<file path="src/rtl/core/ede_pkg.sv">
// Shared types and constants for the edit distance engine.
// Holds the input/output word layouts and the token passed along the cell chain.
// No dependencies.
package ede_pkg;

  // Default longest reference or candidate string, in bytes
  localparam int MaxLenDefault = 64;
  localparam int SymW          = 8;
  localparam int DistW         = 7;

  // Input word modes
  typedef enum logic [1:0] {
    MODE_REF  = 2'd0,
    MODE_CAND = 2'd1,
    MODE_FIN  = 2'd2
  } mode_e;

  // Kind of token moving down the chain
  typedef enum logic [1:0] {
    TOK_IDLE = 2'd0,
    TOK_REF  = 2'd1,
    TOK_CAND = 2'd2,
    TOK_FIN  = 2'd3
  } tok_e;

  typedef struct packed {
    mode_e            mode;
    logic [SymW-1:0]  symbol;
  } in_word_t;

  typedef struct packed {
    logic [DistW-1:0] distance;
    logic             error;
  } out_word_t;

  // Control part of a chain token; cost values travel beside it
  typedef struct packed {
    tok_e             kind;
    logic [SymW-1:0]  sym;
    logic             err;
  } tok_t;

endpackage

</file>
<file path="src/rtl/core/ede_head.sv">
// Head of the cell chain: decodes input words, tracks lengths and the error flag.
// Feeds column zero of the cost row into the first cell. Uses ede_pkg.
module ede_head
  import ede_pkg::*;
#(
  parameter int MaxLen = MaxLenDefault,
  localparam int CW    = $clog2(MaxLen + 1)
) (
  input  logic          clk_i,
  input  logic          rst_ni,
  input  logic          adv_i,
  input  logic          accept_i,
  input  in_word_t      in_word_i,
  output tok_t          tok_o,
  output logic [CW-1:0] new_o,
  output logic [CW-1:0] old_o
);

  logic [CW-1:0] cnt_q, cnt_d;
  logic [CW-1:0] len_q, len_d;
  logic          err_q, err_d;
  tok_t          tok_q, tok_d;
  logic [CW-1:0] new_q, new_d;
  logic [CW-1:0] old_q, old_d;

  // Decode the accepted word into a token and update job counters
  always_comb begin
    cnt_d = cnt_q;
    len_d = len_q;
    err_d = err_q;
    tok_d = '{kind: TOK_IDLE, sym: in_word_i.symbol, err: err_q};
    new_d = cnt_q + CW'(1);
    old_d = cnt_q;
    if (accept_i) begin
      case (in_word_i.mode)
        MODE_REF: begin
          // drop a reference byte once candidates started or storage is full
          if (cnt_q != '0 || len_q == CW'(MaxLen)) begin
            err_d = 1'b1;
          end else begin
            tok_d.kind = TOK_REF;
            len_d      = len_q + CW'(1);
          end
        end
        MODE_CAND: begin
          if (cnt_q == CW'(MaxLen)) begin
            err_d = 1'b1;
          end else begin
            tok_d.kind = TOK_CAND;
            cnt_d      = cnt_q + CW'(1);
          end
        end
        MODE_FIN: begin
          // column zero holds the candidate count: the distance for an empty reference
          tok_d.kind = TOK_FIN;
          new_d      = cnt_q;
          cnt_d      = '0;
          len_d      = '0;
          err_d      = 1'b0;
        end
        default: begin
        end
      endcase
    end
  end

  // Job state
  always_ff @(posedge clk_i or negedge rst_ni) begin
    if (!rst_ni) begin
      cnt_q <= '0;
      len_q <= '0;
      err_q <= 1'b0;
      tok_q <= '{kind: TOK_IDLE, sym: '0, err: 1'b0};
    end else if (adv_i) begin
      cnt_q <= cnt_d;
      len_q <= len_d;
      err_q <= err_d;
      tok_q <= tok_d;
    end
  end

  // Cost values beside the token
  always_ff @(posedge clk_i) begin
    if (adv_i) begin
      new_q <= new_d;
      old_q <= old_d;
    end
  end

  assign tok_o = tok_q;
  assign new_o = new_q;
  assign old_o = old_q;

endmodule

</file>
<file path="config.mk">
export PLATFORM = sky130hd
export DESIGN_NAME = ede_head
export DESIGN_NICKNAME = d
export VERILOG_FILES = /design/src/rtl/core/ede_pkg.sv /design/src/rtl/core/ede_head.sv
export SDC_FILE = /design/constraint.sdc
export NUM_CORES = 1
export LEC_CHECK = 0
export BUFFER_PORTS_ARGS = -buffer_cell sky130_fd_sc_hd__buf_2
export CAP_MARGIN = 20
export CORE_MARGIN = 3
export CORE_UTILIZATION = 45
export DETAILED_ROUTE_END_ITERATION = 10
export PLACE_DENSITY_LB_ADDON = 0.1
export SYNTH_ARGS = -nofsm -noshare
export SYNTH_HDL_FRONTEND = slang
export SYNTH_SLANG_ARGS = --single-unit
</file>
<file path="constraint.sdc">
create_clock -name clk_i -period 3.25 [get_ports clk_i]
set_clock_uncertainty 0.15 [all_clocks]
set_input_delay 0.4875 -clock clk_i [delete_from_list [all_inputs] [get_ports clk_i]]
set_output_delay 0.4875 -clock clk_i [all_outputs]
set_load 0.05 [all_outputs]
</file>
==> impl_metrics.json <==
{
  "synth_top_area_cell": "dfrtp_1",
  "synth_area_um2": 1990,
  "grt_max_degree": 27,
  "drc_errors": 0,
  "cts_resized": 0,
  "diodes": 0,
  "num_vias": 1461,
  "ys.flop_type": "dfrtp_1",
  "die-width_um": 72.5,
  "setup_slack_ns": 0.998,
  "seq_area_frac_synth_pct": 53.8,
  "die_area_um2": 5260,
  "synth_xor_area_share_pct": 2.20,
  "hpwl_um": 2990,
  "setup_viol": 0,
  "grt_pass1_vias": 1515,
  "cap_violations": 0,
  "htreeDepth": 2,
  "place_congestion": 0.917,
  "synth_top_family_by_area": "simple AND/OR/NAND/NOR gates",
  "core_area_um2": 4140,
  "synthAdderAreaFrac_pct": 3.14,
  "drtIter0Drc": 62,
  "ir_drop_uv": 221,
  "rrSetupSlack_ns": 1.0,
  "wl_um": 4060,
  "cts_root_buf": "clkbuf_8",
  "yosysMostFrequentCell": "dfrtp_1",
  "power_mw": 1.39,
  "multi_input_area_um2": 831,
  "ant_nets": 0,
  "synth_top_area_share_pct": 32.7,
  "synth.avg_cell_area_um2": 11.5,
  "max_freq_ghz": 0.444,
  "nFillCells": 388,
  "max-clock-path-buffers": 2,
  "yosys-top-cells-area": "dfrtp_1, edfxtp_1, mux2_2, ha_1, a211o_1",
  "wire_per_inst_um": 15.5,
  "hold_buffers": 0,
  "max_slew_margin_pct": 58.6,
  "syn_to_final_growth_pct": 15.3,
  "ys_ff_latch": 40,
  "grt_pass1_wl_um": 6730,
  "crit_fanout": 7,
  "yosys.area_share.simple_pct": 16.6,
  "worstHoldPathType": "primary input to asynchronous set/reset pin",
  "portBuffers": 38,
  "num-nets-final": 230,
  "worst_slew_pin_slew_ns": 0.615,
  "syn_nets": 192,
  "overflow": 0,
  "maxSlewViolCount": 0,
  "viasPerCell": 5.58,
  "antenna_found_initial": 0,
  "dr.pass1.iters": 4,
  "p_per_area_nw_per_um2": 603,
  "synth_commonest_cells": "dfrtp_1, edfxtp_1, inv_1, nand2_1, nor2_1",
  "fp.dieH_um": 72.5,
  "arrival_ns": 2.32,
  "start_util_pct": 48.1,
  "synth_edf_count": 14,
  "synth_mux_area_share_pct": 7.66,
  "clkLatencyLatePin_ns": 0.29,
  "synthCells": 173,
  "place_ws_ns": 1.00,
  "floorplan.rows": 23,
  "stdcell_count": 262,
  "yosysWarnings": 0,
  "cts_setup_buffers": 0,
  "start_kind": "register",
  "synth-compound-area-share_pct": 12.1,
  "critPathKind": "register to register",
  "rsz0062_at_grt": "no",
  "cellLeakagePower_nw": 1.07,
  "dpl-instance-area_um2": 2200,
  "fin_setup_tns_ns": 0,
  "fin_crit_ns": 2.25,
  "clock-sinks": 40,
  "seq_area_um2": 1070,
  "cp-end-kind": "register",
  "final_hold_viol_count": 0,
  "io_pins": 39,
  "synthArstFlopShare_pct": 65.0,
  "cts_tree": "built",
  "stdcell_area_um2": 2300,
  "required_ns": 3.31,
  "synth.distinct_cells": 46,
  "path_clk_slew_ns": 0.08,
  "drive_above_1_share_pct": 30.7,
  "groute.usage.overall_pct": 16.5,
  "dp_cells": 254,
  "min_period_over_period_pct": 69.3,
  "cts_made_buffers": 5,
  "status": "finished, final reports clean"
}
## kinds of logic (layout without fill, tap and decap cells)
| logic type | Yosys count | after routing |
|---|---|---|
| simple gates | 58 | 58 |
| flops | 40 | 40 |
| compound gates | 32 | 32 |
| buf+inv | 19 | 58 |
| mux | 14 | 14 |
| fa+ha+maj | 5 | 5 |
| xor+xnor | 5 | 5 |
## flip-flops by register name, indices dropped and copies added, names as in the netlist
register  flops
len_q         7
err_q         1
cnt_q         7
new_o         7
tok_o        11
old_o         7
## placed cells by master (no fill, tap or decap), types with 5 or more instances in the layout
cell type / instances
dfrtp_1: 26
o21ai_0: 5
a211o_1: 5
buf_2: 38
mux2_2: 10
inv_1: 11
edfxtp_1: 14
nand2_1: 11
nand3_1: 5
nor2_1: 11
ha_1: 5
clkbuf_8: 6
## metal layers
layer | up-vias | wire length [um] | track usage [%]
met5 | - | 0 | 0
met1 | 720 | 1660 | 17.6
li1 | 702 | - | -
met2 | 30 | 2170 | 29.6
met3 | 9 | 134 | 4.71
met4 | 0 | 102 | 7.79
## where the power goes
group	switching [mW]	internal, mW	leakage, nW
Combinational	0.273	0.135	0.569
Sequential	0.0495	0.592	0.456
Clock	0.164	0.172	0.0445
## worst paths after layout
path | startpoint | to | depth (start not counted)
worst max register to register | cnt_q[0] | len_q[1] | 6
worst min-delay path | rst_ni | cnt_q[0] | 1
worst min register to register | tok_o[6] | tok_o[6] | 1
min in group clk_i | in_word_i[7] | tok_o[8] | 2
max in group asynchronous | rst_ni | len_q[3] | 1
worst max-delay path | cnt_q[0] | len_q[1] | 6
## metrics by stage
step | hold slack, ns | util, %
2_1_floorplan | 0.0419 | -
3_3_place_gp | 0.333 | 53.2
3_5_place_dp | 0.340 | 53.2
4_1_cts | 0.0622 | 55.4
5_1_grt | 0.0897 | 55.4
6_report | 0.0409 | 55.4
## layout make-up
cell class,instances,area share (%)
Timing Repair Buffer,39,8.61
Sequential cell,40,46.6
Clock inverter,1,0.327
Clock buffer,7,3.76
Multi-Input combinational cell,114,36.2
Inverter,11,1.80
Tap cell,50,2.72
## worst max-delay path, stage by stage (launching register included)
cell	delay [ns]
dfrtp_1	0.44
inv_1	0.12
ha_1	0.18
or3b_4	0.39
a211oi_4	0.38
mux2_2	0.38
o22ai_1	0.13
(Power assumes the default switching activity.)
