<file path="src/rtl/core/ede_pkg.sv">
// Shared types and constants for the edit distance engine.
// Holds the input/output word layouts and the token passed along the cell chain.
// No dependencies.
package ede_pkg;

  // Default longest reference or candidate string, in bytes
  localparam int MaxLenDefault = 64;
  localparam int SymW          = 8;
  localparam int DistW         = 7;

  // Input word modes
  typedef enum logic [1:0] {
    MODE_REF  = 2'd0,
    MODE_CAND = 2'd1,
    MODE_FIN  = 2'd2
  } mode_e;

  // Kind of token moving down the chain
  typedef enum logic [1:0] {
    TOK_IDLE = 2'd0,
    TOK_REF  = 2'd1,
    TOK_CAND = 2'd2,
    TOK_FIN  = 2'd3
  } tok_e;

  typedef struct packed {
    mode_e            mode;
    logic [SymW-1:0]  symbol;
  } in_word_t;

  typedef struct packed {
    logic [DistW-1:0] distance;
    logic             error;
  } out_word_t;

  // Control part of a chain token; cost values travel beside it
  typedef struct packed {
    tok_e             kind;
    logic [SymW-1:0]  sym;
    logic             err;
  } tok_t;

endpackage

</file>
<file path="src/rtl/core/ede_cell.sv">
// One cell of the chain: holds one reference byte and its entry of the cost row.
// Updates its entry as candidate tokens pass and hands results to the next cell. Uses ede_pkg.
module ede_cell
  import ede_pkg::*;
#(
  parameter int MaxLen = MaxLenDefault,
  parameter int Idx    = 1,
  localparam int CW    = $clog2(MaxLen + 1)
) (
  input  logic          clk_i,
  input  logic          rst_ni,
  input  logic          adv_i,
  input  tok_t          tok_i,
  input  logic [CW-1:0] new_i,
  input  logic [CW-1:0] old_i,
  output tok_t          tok_o,
  output logic [CW-1:0] new_o,
  output logic [CW-1:0] old_o
);

  localparam int CW1 = CW + 1;

  logic            present_q, present_d;
  logic [CW-1:0]   cost_q, cost_d;
  logic [SymW-1:0] ref_q;
  logic            ref_we;
  tok_t            tok_q, tok_d;
  logic [CW-1:0]   new_q, new_d;
  logic [CW-1:0]   old_q, old_d;

  logic [CW1-1:0]  up_cost, left_cost, sub_cost, min_ab, min_abc;

  // Insert, delete and substitute costs; take the smallest
  always_comb begin
    up_cost   = {1'b0, cost_q} + CW1'(1);
    left_cost = {1'b0, new_i} + CW1'(1);
    sub_cost  = {1'b0, old_i} + CW1'(ref_q != tok_i.sym);
    min_ab    = (left_cost < up_cost) ? left_cost : up_cost;
    min_abc   = (sub_cost < min_ab) ? sub_cost : min_ab;
  end

  // Act on the arriving token
  always_comb begin
    present_d = present_q;
    cost_d    = cost_q;
    ref_we    = 1'b0;
    tok_d     = tok_i;
    new_d     = new_i;
    old_d     = old_i;
    case (tok_i.kind)
      TOK_REF: begin
        // first empty cell takes the byte and consumes the token
        if (!present_q) begin
          present_d  = 1'b1;
          ref_we     = 1'b1;
          tok_d.kind = TOK_IDLE;
        end
      end
      TOK_CAND: begin
        if (present_q) begin
          cost_d = CW'(min_abc);
          new_d  = CW'(min_abc);
          old_d  = cost_q;
        end
      end
      TOK_FIN: begin
        // report this entry if in use, then clear the cell
        if (present_q) begin
          new_d = cost_q;
        end
        present_d = 1'b0;
        cost_d    = CW'(Idx);
      end
      default: begin
      end
    endcase
  end

  // Cell state and the token register
  always_ff @(posedge clk_i or negedge rst_ni) begin
    if (!rst_ni) begin
      present_q <= 1'b0;
      cost_q    <= CW'(Idx);
      tok_q     <= '{kind: TOK_IDLE, sym: '0, err: 1'b0};
    end else if (adv_i) begin
      present_q <= present_d;
      cost_q    <= cost_d;
      tok_q     <= tok_d;
    end
  end

  // Reference byte and cost values handed on
  always_ff @(posedge clk_i) begin
    if (adv_i) begin
      new_q <= new_d;
      old_q <= old_d;
      if (ref_we) begin
        ref_q <= tok_i.sym;
      end
    end
  end

  assign tok_o = tok_q;
  assign new_o = new_q;
  assign old_o = old_q;

endmodule

</file>
<file path="config.mk">
export PLATFORM = sky130hd
export DESIGN_NAME = ede_cell
export DESIGN_NICKNAME = d
export VERILOG_FILES = /design/src/rtl/core/ede_pkg.sv /design/src/rtl/core/ede_cell.sv
export SDC_FILE = /design/constraint.sdc
export NUM_CORES = 1
export LEC_CHECK = 0
export ABC_AREA = 1
export BUFFER_PORTS_ARGS = -buffer_cell sky130_fd_sc_hd__buf_2
export CORE_UTILIZATION = 30
export CTS_CLUSTER_DIAMETER = 150
export CTS_CLUSTER_SIZE = 28
export DETAILED_ROUTE_END_ITERATION = 12
export PLACE_DENSITY = 0.59
export SLEW_MARGIN = 20
export SYNTH_ARGS = -nofsm -noshare
export SYNTH_HDL_FRONTEND = slang
export SYNTH_SLANG_ARGS = --single-unit
export TNS_END_PERCENT = 20
</file>
<file path="constraint.sdc">
create_clock -name clk_i -period 8.54 [get_ports clk_i]
set_clock_uncertainty 0.05 [all_clocks]
set_input_delay 0.854 -clock clk_i [delete_from_list [all_inputs] [get_ports clk_i]]
set_output_delay 0.854 -clock clk_i [all_outputs]
set_load 0.05 [all_outputs]
</file>
==> impl_metrics.tcl, run 1 <==
set metrics [dict create \
    status "finished clean" \
    grt_max_degree 26 \
    worst-path-max-fanout 15 \
    die_w_um 95.0 \
    first_iter_violations 134 \
    post_drt_via_cell_ratio 4.68 \
    syn_area_per_cell_um2 8.32 \
    hold_path.class "reg2reg" \
    vias 2204 \
    dpl.hpwl_um 5330 \
    drcViolationCount 0 \
    htreeDepth 2 \
    final_common_cell "nand2_1" \
    post_cts_resized 0 \
    finalMaxSlewViolations 0 \
    area_growth_pct 18.6 \
    cts_buffers 5 \
    row_count 33 \
    cts_buffer_depth 2 \
    ys_types 31 \
    drive_above_1_share_pct 21.3 \
    r2r_slack_ns 4.47 \
    post_cts_buffers 0 \
    ff_latch_area_um2 1140 \
    finalSetupTns_ns 0 \
    power.leakage_uw 0.00149 \
    endpoint_kind "flip-flop" \
    place.gp.congestion 0.882 \
    synth_cells 312 \
    dr.pass1.iters 4 \
    vdd_drop_max_mv 0.0641 \
    yosys.area_share.simple_pct 22.5 \
    core_um2 8300 \
    synth_seq_cells 41 \
    rsz0062_at_grt "false" \
    reg2reg_depth 16 \
    syn-cell-area_um2 2590 \
    die_h_um 95.0 \
    design_area_um2 3080 \
    fmax_mhz 225 \
    ys_seq_area_share_pct 43.8 \
    arrival_ns 4.42 \
    synth-xor-area-share_pct 6.75 \
    relSlewSlack_pct 45.6 \
    p_per_area_nw_per_um2 256 \
    fillCellCount 861 \
    multi_input_area_um2 1300 \
    worst_pin_slew_ns 0.813 \
    antenna_found_initial 0 \
    placed_area_um2 2960 \
    final_nets 411 \
    worstPathRequired_ns 8.52 \
    drt-total-wl_um 6690 \
    muxShareOfSynthArea_pct 0 \
    clock_latency_ns 0.29 \
    path_class "in2reg" \
    io_buffers 52 \
    groute.usage.overall_pct 15.4 \
    period_minus_slack_ns 4.44 \
    drtAntennaViolNets 0 \
    start_util_pct 31.3 \
    synth_fa_ha_area_share_pct 8.68 \
    finalCritPeriodShare_pct 52.0 \
    cp_slowest_stage_delay_ns 0.42 \
    synth_top_family_by_area "simple AND/OR/NAND/NOR gates" \
    cts_root_buf "clkbuf_8" \
    ios 53 \
    drv_cap 0 \
    synth_nets 358 \
    ys_warn_count 0 \
    cts.sink_count 41 \
    grt_pass1_wl_um 10400 \
    critPathLaunchType "input port" \
    clk_pin_slew_ns 0.08 \
    worstHoldPathCells 2 \
    overflow 0 \
    hold_buffers 0 \
    tritoncts "yes" \
    wl_per_cell_um 14.2 \
    path_cells "buf_2 -> inv_1 -> nor3_1 -> nand4_1 -> nand2_1 -> inv_1 -> ha_1 -> a21oi_1 -> o21a_1 -> nand2_2 -> o21ai_0 -> ha_1 -> nand2_1 -> nor2_1 -> a211oi_1 -> nand2_2 -> o21ai_2 -> o21bai_1" \
    diodes 0 \
    die-area_um2 9030 \
    finalHoldViolCount 0 \
    grt_pass1_vias 2058 \
    cp_slowest_cell "nor3_1" \
    synth_compound_area_share_pct 11.8 \
    setup_viol 0 \
    layout_common_cells "86 x nand2_1, 52 x buf_2, 35 x inv_1" \
]
-- worst max-delay path, delay by kind of cell --
kind	cells	cell delay, ns
AOI/OAI and AO/OA	6	1.37
adders and majority gates	2	0.61
buffers and inverters	3	0.27
and+or+nand+nor	7	1.31
-- metal layers --
layer	global-route usage, %	share of wire, %
met1	20.5	46
met2	24.8	47
met3	3.46	5.7
met4	4.67	1.9
met5	0	0
-- path summary, 6_finish.rpt --
kind                       startpoint   endpoint
setup reg to reg            cost_q[0]   new_o[5]
hold / removal               tok_o[0]   tok_o[0]
setup / recovery             new_i[2]   new_o[5]
min in group asynchronous      rst_ni   tok_o[3]
hold reg to reg              tok_o[0]   tok_o[0]
max in group asynchronous      rst_ni  cost_q[0]
-- sequential cells by signal (all words and copies together) (netlist names) --
register,flops
old_o,7
cost_q,7
tok_o,11
new_o,7
ref_q,8
present_q,1
-- through the flow --
stage | util, % | setup WS, ns | total power, µW | hold WS, ns | cells
2_1_floorplan | - | 4.48 | 544 | 0.470 | 312
6_report | 37.1 | 4.10 | 786 | 0.419 | 471
5_1_grt | 37.1 | 3.74 | 846 | 0.454 | 471
3_5_place_dp | 35.6 | 3.84 | 626 | 0.406 | 463
4_1_cts | 37.0 | 4.15 | 790 | 0.424 | 471
3_3_place_gp | 35.6 | 3.90 | 618 | 0.399 | 463
-- power by group --
part | internal, µW | switching, µW
combinational | 114 | 244
sequential | 238 | 28.9
clock | 95.3 | 66.6
total | 446 | 340
-- area by class of cell --
cell class | instances | share of cell area, %
multi-input combinational | 229 | 42.1
sequential | 41 | 37.0
timing repair buffer | 52 | 8.46
inverter | 36 | 4.39
tap | 105 | 4.27
clock buffer | 7 | 2.81
clock inverter | 1 | 0.976
-- Yosys cell counts (all sizes together) --
cell type / count / area, µm²
a211oi: 1 / 7.51
a21oi: 11 / 58.8
a31oi: 1 / 6.26
and3: 1 / 6.26
buf: 2 / 16.3
clkbuf: 4 / 15.0
clkinv: 1 / 3.75
dfrtp: 18 / 450
dfstp: 1 / 26.3
edfxtp: 22 / 661
ha: 18 / 225
inv: 35 / 131
nand2: 96 / 385
nand3: 12 / 65.1
nand3b: 1 / 7.51
nand4: 3 / 18.8
nor2: 17 / 63.8
nor3: 6 / 30.0
o21a: 1 / 7.51
o21ai: 36 / 199
o21bai: 2 / 15.0
o22ai: 2 / 12.5
or4: 1 / 7.51
xnor2: 7 / 61.3
xor2: 13 / 114
-- cell families after synthesis --
family / count (synthesis)
adders and majority gates: 18
buffers and inverters: 42
DFF: 41
xor gates and xnor gates: 20
AOI/OAI and AO/OA: 54
and+or+nand+nor: 137
No activity file was read; power rests on OpenSTA's default activity.
==> inputs of run 2 (changes only) <==
--- a/config.mk
+++ b/config.mk
@@ -5,13 +5,13 @@
 export SDC_FILE = /design/constraint.sdc
 export NUM_CORES = 1
 export LEC_CHECK = 0
-export ABC_AREA = 1
+export ABC_AREA = 0
 export BUFFER_PORTS_ARGS = -buffer_cell sky130_fd_sc_hd__buf_2
 export CORE_UTILIZATION = 30
 export CTS_CLUSTER_DIAMETER = 150
 export CTS_CLUSTER_SIZE = 28
 export DETAILED_ROUTE_END_ITERATION = 12
-export PLACE_DENSITY = 0.59
+export PLACE_DENSITY = 0.61
 export SLEW_MARGIN = 20
 export SYNTH_ARGS = -nofsm -noshare
 export SYNTH_HDL_FRONTEND = slang
==> constraint.sdc (replaced) <==
create_clock -name clk_i -period 3.86 [get_ports clk_i]
set_clock_uncertainty 0.05 [all_clocks]
set_input_delay 0.386 -clock clk_i [delete_from_list [all_inputs] [get_ports clk_i]]
set_output_delay 0.386 -clock clk_i [all_outputs]
set_load 0.05 [all_outputs]
==> run 2 against run 1 <==
  * The flow now finishes with violations (setup timing)
  * Core utilization rose by 5.9 points
  * Worst hold slack got worse by 0.16 ns
  * Clock power is 97% higher
  * Wire length grew 1.8%
  * Clock-buffer cell count stayed put
  * Critical path type is now reg2reg
  * Synthesized area fell by 1.3%
  * Design area grew 15%
  * Setup slack worse by 4.3 ns
  * Final cell count decreased by 4.2%
  * Largest power group unchanged
  * Die area is 1.3% lower
  * Sequential cell count unchanged
==> impl_metrics.tcl, run 2 <==
set metrics [dict create \
    status "finished with violations" \
    violations "setup timing" \
    cts_root_buf "clkbuf_8" \
    synth_cells 255 \
    layout_common_cells "52 x buf_2, 43 x nand2_1, 34 x buf_4" \
    drv_cap 0 \
    final_nets 391 \
    design_area_um2 3550 \
    cts_buffers 5 \
    rsz0062_at_grt "true" \
    fmax_mhz 245 \
    ys_warn_count 0 \
    p_per_area_nw_per_um2 525 \
    synth_edf_count 22 \
    wl_met1_um 3050 \
    clock_latency_ns 0.29 \
    fin_cells 451 \
    worst-path-max-fanout 5 \
    pwr-share-comb_pct 53.8 \
    highest_layer "met4" \
    core_um2 8260 \
    clk_pin_slew_ns 0.08 \
    placed_area_um2 3150 \
    grt_pass1_vias 2117 \
    final_common_cell "buf_2" \
    dr.pass1.iters 4 \
    hold_path.class "in2reg" \
    period_minus_slack_ns 4.08 \
    finalMaxSlewViolations 0 \
    syn-cell-area_um2 2560 \
    vdd_drop_max_mv 0.144 \
    ys_types 39 \
    async_flop_share_pct 46.3 \
    seq_power_share_pct 29.1 \
    worstPathRequired_ns 3.85 \
    worst_pin_slew_ns 1.10 \
    drive_above_1_share_pct 41.9 \
    multi_input_area_um2 1550 \
    grt_pass1_wl_um 10800 \
    die_w_um 94.4 \
    synthFlopType "edfxtp_1" \
    io_buffers 52 \
    critPathLaunchType "flip-flop" \
    synth_top_area_share_pct 25.8 \
    swShare_pct 38.2 \
    overflow 0 \
    groute.usage.overall_pct 16.1 \
    wl_per_cell_um 15.1 \
    synth_seq_cells 41 \
    htreeDepth 2 \
    path_class "reg2reg" \
    place.gp.congestion 0.872 \
    synth_top_area_cell "edfxtp_1" \
    syn_area_per_cell_um2 10.0 \
    area_growth_pct 38.5 \
    p_clk_share_pct 17.1 \
    internal_power_uw 1150 \
    power.leakage_uw 0.00155 \
    synth_nets 301 \
    drcViolationCount 0 \
    start_util_pct 31.0 \
    dpl.hpwl_um 5010 \
    fillCellCount 807 \
    post-synth-top-count-cell "nand2_1" \
    ys_seq_area_share_pct 44.4 \
    synth.area.top_cells "edfxtp_1 26%, dfrtp_1 18%, ha_1 8.8%" \
    diodes 0 \
    ios 53 \
    endpoint_kind "flip-flop" \
    whs_ns 0.257 \
    relSlewSlack_pct 26.2 \
    synthTopCellsByCount "46 x nand2_1, 22 x edfxtp_1, 18 x dfrtp_1, 18 x ha_1, 17 x a21oi_1" \
    setup_viol 13 \
    drtAntennaViolNets 0 \
    die_h_um 94.4 \
    power_uw 1860 \
    post_drt_via_cell_ratio 4.86 \
    arrival_ns 4.06 \
    p_sw_uw 712 \
    finalHoldViolCount 0 \
    grt_max_degree 29 \
    met3_length_um 479 \
    vias 2192 \
    wl_met2_um 3180 \
    ff_latch_area_um2 1140 \
    cts_buffer_depth 2 \
    cts.sink_count 41 \
    antenna_found_initial 0 \
    die-area_um2 8910 \
    tritoncts "yes" \
    drt-total-wl_um 6810 \
    place_inst 430 \
    largest_register_ffs 11 \
    first_iter_violations 151 \
    row_count 33 \
    finalCritPeriodShare_pct 106 \
    worst_slack_ns -0.216 \
]
==> run 2: cell count changes after synthesis, moves of 4 or more <==
cell and change:
a21oi_1 +7, clkbuf_1 +4, inv_1 -23, mux2_2 +10
mux2i_1 +6, nand2_1 -40, nand2_2 -10, nor2_1 -7
nor3_1 -5, o21a_1 +7, o21ai_0 -20, o21ai_2 -5
o22ai_1 +4
==> run 2: cell families (layout without fill, tap and decap cells) <==
kind of cell | after synthesis | in the layout | share of synthesized area (%)
AOI/OAI and AO/OA | 53 | 53 | 14.6
xor gates and xnor gates | 23 | 23 | 7.87
adders and majority gates | 18 | 18 | 8.79
buffers and inverters | 21 | 112 | 3.08
DFF | 41 | 41 | 44.4
muxes | 17 | 17 | 7.33
and+or+nand+nor | 82 | 82 | 14.0
==> run 2: routing by layer <==
layer | vias to the layer above | GRT usage (%)
li1 | 1087 | -
met1 | 1019 | 21.7
met2 | 80 | 25.3
met3 | 6 | 2.66
met4 | 0 | 7.05
met5 | - | 0
==> run 2: power by group through the flow <==
stage               Clock [µW]  Sequential [µW]  Combinational [µW]
finish                     319              542                1000
CTS                        323              542                 898
detailed placement           0              550                 770
global route               347              548                1080
global placement             0              549                 757
floorplan                    0              638                 425
==> run 2: per-stage QoR <==
step	worst slack [ns]	utilization, %	TNS, ns
after floorplan	0.00307	-	0
after global placement	-0.297	38.1	-2.38
after detailed placement	-0.381	38.1	-3.56
after CTS	-0.152	41.4	-1.23
after global routing	-0.368	43.0	-3.85
final	-0.216	43.0	-1.68
==> run 2: repair_timing <==
action / 4_1_cts / 5_1_grt
buffers inserted: 11 / 1
gates resized for setup: 15 / 23
pin swaps: 14 / 14
setup endpoints to repair: 14 / 14
hold buffers: 1 / 0
endpoints found under the hold margin: 18 / 0
==> run 2: layout make-up <==
class,instances,share of cell area (%)
inverter,12,1.27
multi-input combinational,193,43.6
timing repair buffer,92,16.4
sequential,41,32.1
tap,105,3.70
clock buffer,7,2.75
clock inverter,1,0.247
==> run 2: final timing paths <==
kind	startpoint	endpoint	slack (ns)	depth (start not counted)
max	cost_q[0]	new_o[2]	-0.22	16
min	tok_i[7]	ref_q[6]	0.26	1
max reg2reg	cost_q[0]	new_o[2]	-0.22	16
min reg2reg	tok_o[2]	tok_o[2]	0.46	1
max in group asynchronous	rst_ni	cost_q[0]	2.91	2
min in group asynchronous	rst_ni	tok_o[3]	0.52	2
==> run 2: critical path, cell delays in order (launching register included) <==
cell and delay (ns):
dfstp_2 0.56, ha_4 0.13, nand2_2 0.04, or2_4 0.23, xor2_2 0.15, ha_1 0.31
nand4_1 0.15, or3_4 0.44, a21oi_1 0.13, a31oi_1 0.07, ha_1 0.39, nand3_1 0.11
o21a_1 0.22, a41oi_4 0.31, buf_6 0.18, mux2i_4 0.24, o22ai_2 0.11
